$ cat src/rtl/sfd_pkg.sv
package sfd_pkg;

	localparam int FRAME_BYTES    = 25;
	localparam int POS_W          = $clog2(FRAME_BYTES);
	localparam int CH_W           = 11;
	localparam int CH_COUNT       = 16;
	localparam int IDX_W          = $clog2(CH_COUNT);
	localparam int ACC_W          = CH_W + 7;
	localparam int CNT_W          = $clog2(ACC_W + 1);

	localparam logic [POS_W-1:0] FRAME_LAST     = POS_W'(FRAME_BYTES - 1);
	localparam logic [POS_W-1:0] FRAME_LIMIT    = POS_W'(FRAME_BYTES);
	localparam logic [POS_W-1:0] FLAGS_POSITION = POS_W'(23);
	localparam logic [POS_W-1:0] PAYLOAD_FIRST  = POS_W'(1);
	localparam logic [POS_W-1:0] PAYLOAD_LAST   = POS_W'(22);
	localparam logic [2:0]       FAILSAFE_BIT   = 3'd3;
	localparam logic [IDX_W-1:0] CH_LAST        = IDX_W'(CH_COUNT - 1);

	localparam logic [7:0] HEADER_RESET = 8'd15;
	localparam logic [7:0] FOOTER_RESET = 8'd0;
	localparam logic [7:0] PREV_RESET   = 8'hFF;

	typedef enum logic {
		REG_HEADER = 1'b0,
		REG_FOOTER = 1'b1
	} sfd_reg_t;

	typedef enum logic {
		SFD_IDLE   = 1'b0,
		SFD_UNPACK = 1'b1
	} sfd_state_t;

	typedef struct packed {
		logic             en;
		logic [POS_W-1:0] addr;
		logic [7:0]       data;
	} sfd_wr_t;

	typedef struct packed {
		logic start;
		logic failsafe;
	} sfd_ctl_t;

endpackage

$ cat src/rtl/sbus_frame_decoder.sv
// channel | handshake            | payload
// in      | in_valid / in_ready  | rx_byte[7:0]
// out     | out_valid / out_ready| channel_index[3:0], channel_value[10:0], failsafe, last_channel
// cfg     | cfg_we               | cfg_index[0], cfg_data[7:0]
//
// A byte is taken whenever in_valid and in_ready are both high. A good footer starts the unpacker,
// which reads payload bytes 1..22 from the frame memory over its single read port, only while
// fewer than 11 bits are held or pending, and gives the sixteen channels; in_ready is low meanwhile.
// Reset: hunting, previous byte 0xFF, header 15, footer 0. Frame memory is not cleared.
// A stalled out beat holds the unpacker; bytes are still taken while it holds the last one.
module sbus_frame_decoder
	import sfd_pkg::*;
#(
	parameter logic [2:0] FAILSAFE_BIT_INDEX = FAILSAFE_BIT
)
(
	input  logic             clk,
	input  logic             arst_n,
	input  logic             cfg_we,
	input  logic             cfg_index,
	input  logic [7:0]       cfg_data,
	input  logic             in_valid,
	output logic             in_ready,
	input  logic [7:0]       rx_byte,
	output logic             out_valid,
	input  logic             out_ready,
	output logic [IDX_W-1:0] channel_index,
	output logic [CH_W-1:0]  channel_value,
	output logic             failsafe,
	output logic             last_channel
);

	logic [7:0]       header_q, footer_q, prev_q;
	logic             in_frame_q;
	logic [POS_W-1:0] pos_q;
	logic             fs_flag_q;
	logic             busy, accept, open, frame_end;
	sfd_wr_t          wr;
	sfd_ctl_t         ctl;

	assign in_ready  = !busy;
	assign accept    = in_valid && in_ready;
	assign open      = !in_frame_q && (rx_byte == header_q) && (prev_q == footer_q);
	assign frame_end = in_frame_q && (pos_q >= FRAME_LAST);

	always_comb begin
		wr.en        = accept && (open || (in_frame_q && pos_q < FRAME_LIMIT));
		wr.addr      = open ? '0 : pos_q;
		wr.data      = rx_byte;
		ctl.start    = accept && frame_end && (rx_byte == footer_q);
		ctl.failsafe = fs_flag_q;
	end

	always_ff @(posedge clk or negedge arst_n) begin
		if (!arst_n) begin
			header_q   <= HEADER_RESET;
			footer_q   <= FOOTER_RESET;
			prev_q     <= PREV_RESET;
			in_frame_q <= 1'b0;
			pos_q      <= '0;
		end else begin
			if (cfg_we) begin
				unique case (sfd_reg_t'(cfg_index))
					REG_HEADER: header_q <= cfg_data;
					REG_FOOTER: footer_q <= cfg_data;
					default: begin
					end
				endcase
			end
			if (accept) begin
				if (!in_frame_q) begin
					if (open) begin
						in_frame_q <= 1'b1;
						pos_q      <= POS_W'(1);
					end else begin
						prev_q <= rx_byte;
					end
				end else if (frame_end) begin
					in_frame_q <= 1'b0;
					pos_q      <= '0;
					prev_q     <= rx_byte;
				end else begin
					pos_q <= pos_q + POS_W'(1);
				end
			end
		end
	end

	always_ff @(posedge clk) begin
		if (accept && in_frame_q && pos_q == FLAGS_POSITION)
			fs_flag_q <= rx_byte[FAILSAFE_BIT_INDEX];
	end

	sfd_unpack u_unpack (
		.clk           (clk),
		.arst_n        (arst_n),
		.wr            (wr),
		.ctl           (ctl),
		.busy          (busy),
		.out_valid     (out_valid),
		.out_ready     (out_ready),
		.channel_index (channel_index),
		.channel_value (channel_value),
		.failsafe      (failsafe),
		.last_channel  (last_channel)
	);

	a_start_busy: assert property (@(posedge clk) disable iff (!arst_n)
		ctl.start |=> !in_ready)
		else $error("unpacker did not go busy after a good footer");

	a_last_index: assert property (@(posedge clk) disable iff (!arst_n)
		(out_valid && last_channel) |-> (channel_index == CH_LAST))
		else $error("last channel flag on wrong index");

	a_no_early_start: assert property (@(posedge clk) disable iff (!arst_n)
		(accept && in_frame_q && pos_q < FRAME_LAST) |-> !ctl.start)
		else $error("unpack started before frame end");

	a_frame_pos: assert property (@(posedge clk) disable iff (!arst_n)
		in_frame_q |-> (pos_q != '0))
		else $error("open frame at position zero");

endmodule

$ cat src/rtl/sfd_unpack.sv
module sfd_unpack
	import sfd_pkg::*;
(
	input  logic             clk,
	input  logic             arst_n,
	input  sfd_wr_t          wr,
	input  sfd_ctl_t         ctl,
	output logic             busy,
	output logic             out_valid,
	input  logic             out_ready,
	output logic [IDX_W-1:0] channel_index,
	output logic [CH_W-1:0]  channel_value,
	output logic             failsafe,
	output logic             last_channel
);

	logic [7:0] mem [FRAME_BYTES];

	sfd_state_t       state_q, state_nx;
	logic [POS_W-1:0] rd_addr_q;
	logic             rd_pend_s1;
	logic [7:0]       rd_data_s1;
	logic [ACC_W-1:0] acc_q, acc_sh, acc_nx;
	logic [CNT_W-1:0] cnt_q, cnt_sh, cnt_nx, cnt_eff;
	logic [IDX_W-1:0] chan_q;
	logic             fs_q;
	logic             emit, issue, done;

	logic             out_valid_q;
	logic [IDX_W-1:0] out_index_q;
	logic [CH_W-1:0]  out_value_q;
	logic             out_fs_q;
	logic             out_last_q;

	// outputs of the sequencer
	always_comb begin
		cnt_eff = cnt_q + (rd_pend_s1 ? CNT_W'(8) : CNT_W'(0));
		emit    = 1'b0;
		issue   = 1'b0;
		unique case (state_q)
			SFD_IDLE: begin
			end
			SFD_UNPACK: begin
				emit  = (cnt_q >= CNT_W'(CH_W)) && (!out_valid_q || out_ready);
				issue = (rd_addr_q <= PAYLOAD_LAST) && (cnt_eff < CNT_W'(CH_W));
			end
			default: begin
			end
		endcase
		done = emit && (chan_q == CH_LAST);
	end

	always_comb begin
		state_nx = state_q;
		unique case (state_q)
			SFD_IDLE:   if (ctl.start) state_nx = SFD_UNPACK;
			SFD_UNPACK: if (done) state_nx = SFD_IDLE;
			default:    state_nx = SFD_IDLE;
		endcase
	end

	always_comb begin
		acc_sh = emit ? (acc_q >> CH_W) : acc_q;
		cnt_sh = emit ? (cnt_q - CNT_W'(CH_W)) : cnt_q;
		acc_nx = acc_sh;
		cnt_nx = cnt_sh;
		if (rd_pend_s1) begin
			acc_nx = acc_sh | (ACC_W'(rd_data_s1) << cnt_sh);
			cnt_nx = cnt_sh + CNT_W'(8);
		end
	end

	always_ff @(posedge clk) begin
		if (wr.en)
			mem[wr.addr] <= wr.data;
		if (issue)
			rd_data_s1 <= mem[rd_addr_q];
	end

	always_ff @(posedge clk or negedge arst_n) begin
		if (!arst_n) begin
			state_q     <= SFD_IDLE;
			rd_addr_q   <= PAYLOAD_FIRST;
			rd_pend_s1  <= 1'b0;
			cnt_q       <= '0;
			chan_q      <= '0;
			out_valid_q <= 1'b0;
		end else begin
			state_q    <= state_nx;
			rd_pend_s1 <= issue;
			if (ctl.start && state_q == SFD_IDLE) begin
				rd_addr_q <= PAYLOAD_FIRST;
				cnt_q     <= '0;
				chan_q    <= '0;
			end else begin
				cnt_q <= cnt_nx;
				if (issue)
					rd_addr_q <= rd_addr_q + POS_W'(1);
				if (emit)
					chan_q <= chan_q + IDX_W'(1);
			end
			if (emit)
				out_valid_q <= 1'b1;
			else if (out_ready)
				out_valid_q <= 1'b0;
		end
	end

	always_ff @(posedge clk) begin
		if (ctl.start && state_q == SFD_IDLE) begin
			acc_q <= '0;
			fs_q  <= ctl.failsafe;
		end else begin
			acc_q <= acc_nx;
		end
		if (emit) begin
			out_index_q <= chan_q;
			out_value_q <= acc_q[CH_W-1:0];
			out_fs_q    <= fs_q;
			out_last_q  <= (chan_q == CH_LAST);
		end
	end

	assign busy          = (state_q != SFD_IDLE);
	assign out_valid     = out_valid_q;
	assign channel_index = out_index_q;
	assign channel_value = out_value_q;
	assign failsafe      = out_fs_q;
	assign last_channel  = out_last_q;

endmodule
$ cat config.mk
export PLATFORM = sky130hd
export DESIGN_NAME = sbus_frame_decoder
export DESIGN_NICKNAME = d
export VERILOG_FILES = /design/src/rtl/sfd_pkg.sv /design/src/rtl/sbus_frame_decoder.sv /design/src/rtl/sfd_unpack.sv
export SDC_FILE = /design/constraint.sdc
export NUM_CORES = 1
export LEC_CHECK = 0
export ABC_AREA = 1
export BUFFER_PORTS_ARGS = -buffer_cell sky130_fd_sc_hd__buf_4
export CAP_MARGIN = 20
export CORE_MARGIN = 1.5
export CORE_UTILIZATION = 48
export CTS_BUF_LIST = sky130_fd_sc_hd__clkbuf_8
export DETAILED_ROUTE_END_ITERATION = 6
export PLACE_DENSITY_LB_ADDON = 0.05
export SYNTH_ARGS = -nofsm -noshare
export SYNTH_HDL_FRONTEND = slang
export SYNTH_HIERARCHICAL = 1
export SYNTH_SLANG_ARGS = --single-unit
$ cat constraint.sdc
create_clock -name clk -period 3.2 [get_ports clk]
set_input_delay 0.64 -clock clk [delete_from_list [all_inputs] [get_ports clk]]
set_output_delay 0.64 -clock clk [all_outputs]
set_load 0.1 [all_outputs]
Word level (Yosys, flattened, before mapping)
Memories as Yosys holds them, arrays and structs flattened. A register that Yosys moved wholly into a read port is not among the register bits. Index checks and enable logic that the tools add are counted.

Register bits after elaboration: 84. Bits in latches: 0. RAM bits: 200. Bits in read-only memories: 0. Output and inout port bits: 19. Logic and storage cells: 97. Memories: 1.

Memories: u_unpack.mem (words 25, bits a word 8, rd ports 1, clocked after Yosys merged registers in 1, write ports 1, line sfd_unpack.sv:17) `logic [7:0] mem [FRAME_BYTES];`.

$add $sub $neg: 6. Multiply operators: 0. Divide/modulo/power cells: 0. $lt $le $gt $ge: 5. Equality and inequality tests: 7. Shifts and indexed selects: 1. Multiplexer cells: 29. Bitwise gates (word level): 3. Reductions and logical operators: 27.

Operator list (count): 5-bit two-way mux (9); 18-bit two-way mux (2); 8-bit equality test (3); 8-bit two-way mux (3); 18-bit bitwise OR (1); 8-bit by 5-bit << shifter with 18-bit output (1); 1-bit logical AND (14); 4-bit two-way mux (3); 1-bit two-way mux (11); 5-bit by 1-bit adder with 5-bit output (second input constant) (2); 2-bit nonzero test (4); 2-bit AND reduction (3); 5-bit by 4-bit adder with 5-bit output (second input constant) (1); 5-bit adder (1); 5-bit equality test (second input constant) (1); 5-bit by 4-bit >= comparator with 1-bit output (second input constant) (1); 5-bit >= comparator (second input constant) (1); 5-bit <= comparator (second input constant) (1); 5-bit by 4-bit < comparator with 1-bit output (second input constant) (1); 5-bit < comparator (second input constant) (1); 5-bit by 4-bit subtractor with 5-bit output (second input constant) (1); 4-bit by 1-bit adder with 4-bit output (second input constant) (1); 4-bit equality test (second input constant) (1); 1-bit logical NOT (3); 6 further kinds (8).

Depth between registers and ports, before layout
Word-level depth: 8. Gate-level depth with buffers: 16.

By module
Netlist, hierarchy kept.

Modules (own cells, without submodules): sfd_unpack (times used 1, cells an instance 935, area each 10755.3 µm²); sbus_frame_decoder (times used 1, cells an instance 242, area each 1780.5 µm²).

Least setup slack after synthesis
No wires, ideal clock.

Path type: register to register. From: register u_unpack.state_q (netlist: u_unpack/busy). To: memory u_unpack.mem[24][0], enable pin. Setup time: 0.395 ns. Arrival: 2.501 ns. Path slack: 0.305 ns. Stages on the path, launching flop included: 6. Buffers on the path: 0. Period minus slack after synthesis: 2.895 ns. Cell sequence: dfrtp_1 inv_1 nand2_1 a21oi_1 nand2_1 nor4_1.

RTL lines: start: declaration (line sfd_unpack.sv:19) `sfd_state_t state_q, state_nx;`; start signal: assignment (line sfd_unpack.sv:89) `state_q <= state_nx;`; end: declaration (line sfd_unpack.sv:17).

Final worst setup path
From: register u_unpack.cnt_q[0]. To: register u_unpack.acc_q[16].

Word-level cells in the longest chain between the ends: 7.

RTL lines: start: declaration (line sfd_unpack.sv:24) `logic [CNT_W-1:0] cnt_q, cnt_sh, cnt_nx, cnt_eff;`; start signal: assignment (line sfd_unpack.sv:96) `cnt_q <= cnt_nx;`; 5-bit by 4-bit >= comparator with 1-bit output (line sfd_unpack.sv:44) `emit = (cnt_q >= CNT_W'(CH_W)) && (!out_valid_q || out_ready);`; 1-bit logical AND (line sfd_unpack.sv:44); 1-bit two-way mux (line sfd_unpack.sv:40) `unique case (state_q)`; 5-bit two-way mux (line sfd_unpack.sv:64) `cnt_sh = emit ? (cnt_q - CNT_W'(CH_W)) : cnt_q;`; 8-bit by 5-bit << shifter with 18-bit output (line sfd_unpack.sv:68) `acc_nx = acc_sh | (ACC_W'(rd_data_s1) << cnt_sh);`; 18-bit bitwise OR (line sfd_unpack.sv:68); 18-bit two-way mux (*) (line sfd_unpack.sv:67) `if (rd_pend_s1) begin`; end signal: assignment (line sfd_unpack.sv:114) `acc_q <= acc_nx;`; end: declaration (line sfd_unpack.sv:23) `logic [ACC_W-1:0] acc_q, acc_sh, acc_nx;`.

Every way passes the cells marked *; elsewhere a longest branch is shown, timed or not. A chain may end at the register's enable or synchronous reset.

==> results by group <==
Run status
  – Status: complete, no violations

GRT
  – Initial antenna violation count: 1
  – Number of global-route vias before repair: 8606
  – GR Overflow Total: 0
  – First-pass GRT wire length: between 40 and 50 mm
  – Largest net degree at the start of global routing: between 90 and 100
  – Overall routing resource usage: 23.0%

Setup path
  – Sum of buffers and inverters on the critical path: 2
  – Critical-path cell list: ha_1 -> o21ai_2 -> nand3_4 -> nand2_4 -> inv_4 -> o21ai_2 -> inv_4 -> nor2_2 -> nand2_1 -> a21oi_1 -> nand2_1 -> nand2_1
  – Crit-path max cell delay: 560 ps
  – CP startpoint kind: flip-flop
  – CP delay by family, top: compound AO/OA/AOI/OAI gates
  – Slowest cell on the critical path: o21ai_2
  – Most used cell, CP: nand2_1
  – CP Data Required Time: 3710 ps
  – Critical path type: flip-flop to flip-flop
  – WP data arrival: 3160 ps
  – CP Capture Type: flip-flop
  – Critical Path Fanout Max: 21

Flow run
  – Max cap viols: 0

CTS
  – CTS clk-pin slew, worst paths: 60 ps
  – CTS resizes: 0
  – Clk buf depth: 3
  – Post-CTS Hold Buffers: 0
  – Post-CTS Setup Bufs: 0
  – CTS tree: done
  – Clock Latency Late Sink: 570 ps
  – Clock sink total: 292
  – CTS Buf Count: 48
  – CTS Root Cell: clkbuf_8
  – H-tree depth: 2

Synth
  – Mapped Area: 12500 um^2
  – Leading area contributor after synthesis: edfxtp_1
  – Sequential share of the synthesized area: 66.8%
  – Seq cells post-synth: 292
  – Synth Area in Adders: 0.599%
  – Prevailing post-synth register cell: edfxtp_1
  – Post-Synth XOR/XNOR Area: 0.769%
  – Post-synthesis compound-gate area fraction: 9.83%
  – Simple-Gate Fraction of Synth Area: 17.4%
  – Avg Synthesized Cell Area: 10.7 um^2
  – Largest family of logic cells by synthesized area: simple AND/OR/NAND/NOR gates
  – Async set-or-reset flop fraction in the synthesized netlist: 16.1%
  – Top post-synthesis cells by area: edfxtp_1 (54%), nand2_1 (7.1%), dfrtp_1 (6.8%)
  – Cell with the most instances after synthesis: nand2_1
  – Yosys cell types: 41
  – YS warnings: 6
  – Post-synth EDFFs: 227
  – Synthesized Nets: ~1200
  – Mapped Cells: between 1000 and 1500
  – Share of the synthesized area in the top cell type: 54.4%
  – Proportion of synthesized area in mux cells: 0.0798%
  – Most common library cells after synthesis: nand2_1 (236), edfxtp_1 (227), nor2_1 (148)

Route
  – Vias post-DR: 8841
  – DRT iter0 DRCs: about 690
  – First-pass DRT Iterations: 6
  – Vias/cell: 5.40
  – Routed Antenna Nets: 0
  – Final WL: 29.5 mm
  – Drt drc: 0
  – Wirelength per Cell: 18.0 um

Timing
  – Post-route clock period utilization: 82.8%
  – Slew Limit Headroom: between 50% and 60%
  – Min Tclk post-route: 2650 ps
  – Timing-limited maximum frequency: 377 MHz
  – Max Slew Vio Count: 0
  – Fin. Hold Viols: 0
  – Unrepaired setup endpoints after global routing: false
  – Worst hold slack: slightly above 90 ps
  – Setup Skew: roughly 21 ps
  – Worst Tran Pin Value: 706 ps
  – Setup violators final: 0
  – Setup tns final: 0 ps
  – Final worst slack: 549 ps

Power and ir drop
  – PwrDens: 746 nW/um^2
  – Max IR drop VDD: 0.574 mV
  – Leakage: 5.56 nW

Die
  – IO Count: 41
  – FP Rows: slightly below 60
  – Die Area: 27100 um^2
  – Initial Util: around half
  – Core Box Area: around 25000 um^2
  – Die height: approximately 160 um
  – Die boundary width: 165 um

Layout
  – Nets: 1299
  – Final Cell Area: approximately 14000 um^2
  – Share of layout cells above drive strength 1: approximately 15%
  – Syn-to-layout area delta: 14.3%

Hold path
  – Hold crit path type: input pin to asynchronous set/reset pin

Placement
  – Placed Area: about 13000 um^2
  – Post-DP HPWL: 19.4 mm
  – GP Congestion: 0.864
  – PortBufs: 40
  – Place WS: 401 ps
[cell families after synthesis]
| logic type | after synthesis |
|---|---|
| XOR/XNOR | 11 |
| AND/OR/NAND/NOR | 513 |
| flip-flops | 292 |
| multiplexers | 1 |
| adder cells (fa/ha/maj) | 6 |
| buffers and inverters | 140 |
| AO/OA/AOI/OAI | 214 |
[layer usage]
| layer | part of all wire [%] | routed length (um) | global-route usage (%) | up-vias |
|---|---|---|---|---|
| met3 | 5.2 | 1550 | 3.59 | 57 |
| li1 | - | - | - | 4300 |
| met2 | 48 | 14100 | 37.6 | 236 |
| met4 | 2.8 | 820 | 8.23 | 0 |
| met1 | 44 | 13000 | 31.1 | 4248 |
| met5 | 0 | 0 | 0 | - |
[through the flow]
step,power [mW],std cells,util [%]
floorplan,6.99,1177,-
global placement,7.64,1551,52.8
detailed placement,7.65,1551,52.8
CTS,10.8,1637,56.4
global route,11.3,1638,56.4
finish,10.7,1638,56.4
[path summary, 6_finish.rpt]
check,startpoint,to,slack [ps],depth (start not counted)
max in group asynchronous,arst_n,u_unpack/rd_addr_q[4]$_DFFE_PN0P_,2690,1
hold / removal,arst_n,footer_q[1]$_DFFE_PN0P_,90,1
hold reg to reg,fs_flag_q$_DFFE_PP_,u_unpack/fs_q$_DFFE_PP_,410,0
setup / recovery,u_unpack/cnt_q[0]$_DFF_PN0_,u_unpack/acc_q[16]$_SDFF_PP0_,550,12
setup reg to reg,u_unpack/cnt_q[0]$_DFF_PN0_,u_unpack/acc_q[16]$_SDFF_PP0_,550,12
min in group clk,out_ready,u_unpack/out_valid$_DFFE_PN0P_,280,2
[cell usage in the layout (no fill, tap or decap), types with 7 or more instances in the layout]
cell / count
nand4_1: 7
clkinv_2: 8
clkinv_1: 15
nand3_1: 91
nor2_1: 148
nand2_1: 236
dfrtp_1: 34
dfxtp_1: 18
inv_1: 97
a311oi_1: 7
buf_4: 86
dfstp_2: 13
clkbuf_8: 48
o22ai_1: 32
nand2_2: 7
o221ai_1: 11
edfxtp_1: 227
o21ai_0: 122
a21oi_1: 25
[sequential cells by signal, summed over array words and instances (netlist names), 4 cells and up]
name and cells:
u_unpack/rd_addr_q 5, u_unpack/mem 200, footer_q 8, u_unpack/rd_data_s1 8, u_unpack/channel_index 4, header_q 8, u_unpack/channel_value 11, u_unpack/cnt_q 5
prev_q 8, u_unpack/chan_q 4, u_unpack/acc_q 18, pos_q 5
[report_power, final]
group,internal (mW),leakage (nW),switching [mW]
Clock,1.66,0.518,1.46
Combinational,0.705,2.30,2.27
Sequential,4.42,2.74,0.182
Total,6.79,5.56,3.91
[area by class of cell]
cell class                      instances  area [um^2]
Inverter                               97          369
Antenna cell                            1         2.50
Timing Repair Buffer                   87          666
Clock inverter                         38          251
Multi-Input combinational cell        745         3600
Clock buffer                           48          661
Fill cell                            2284        11100
Sequential cell                       292         8370
Tap cell                              330          413
No activity file was read; power rests on OpenSTA's default activity.
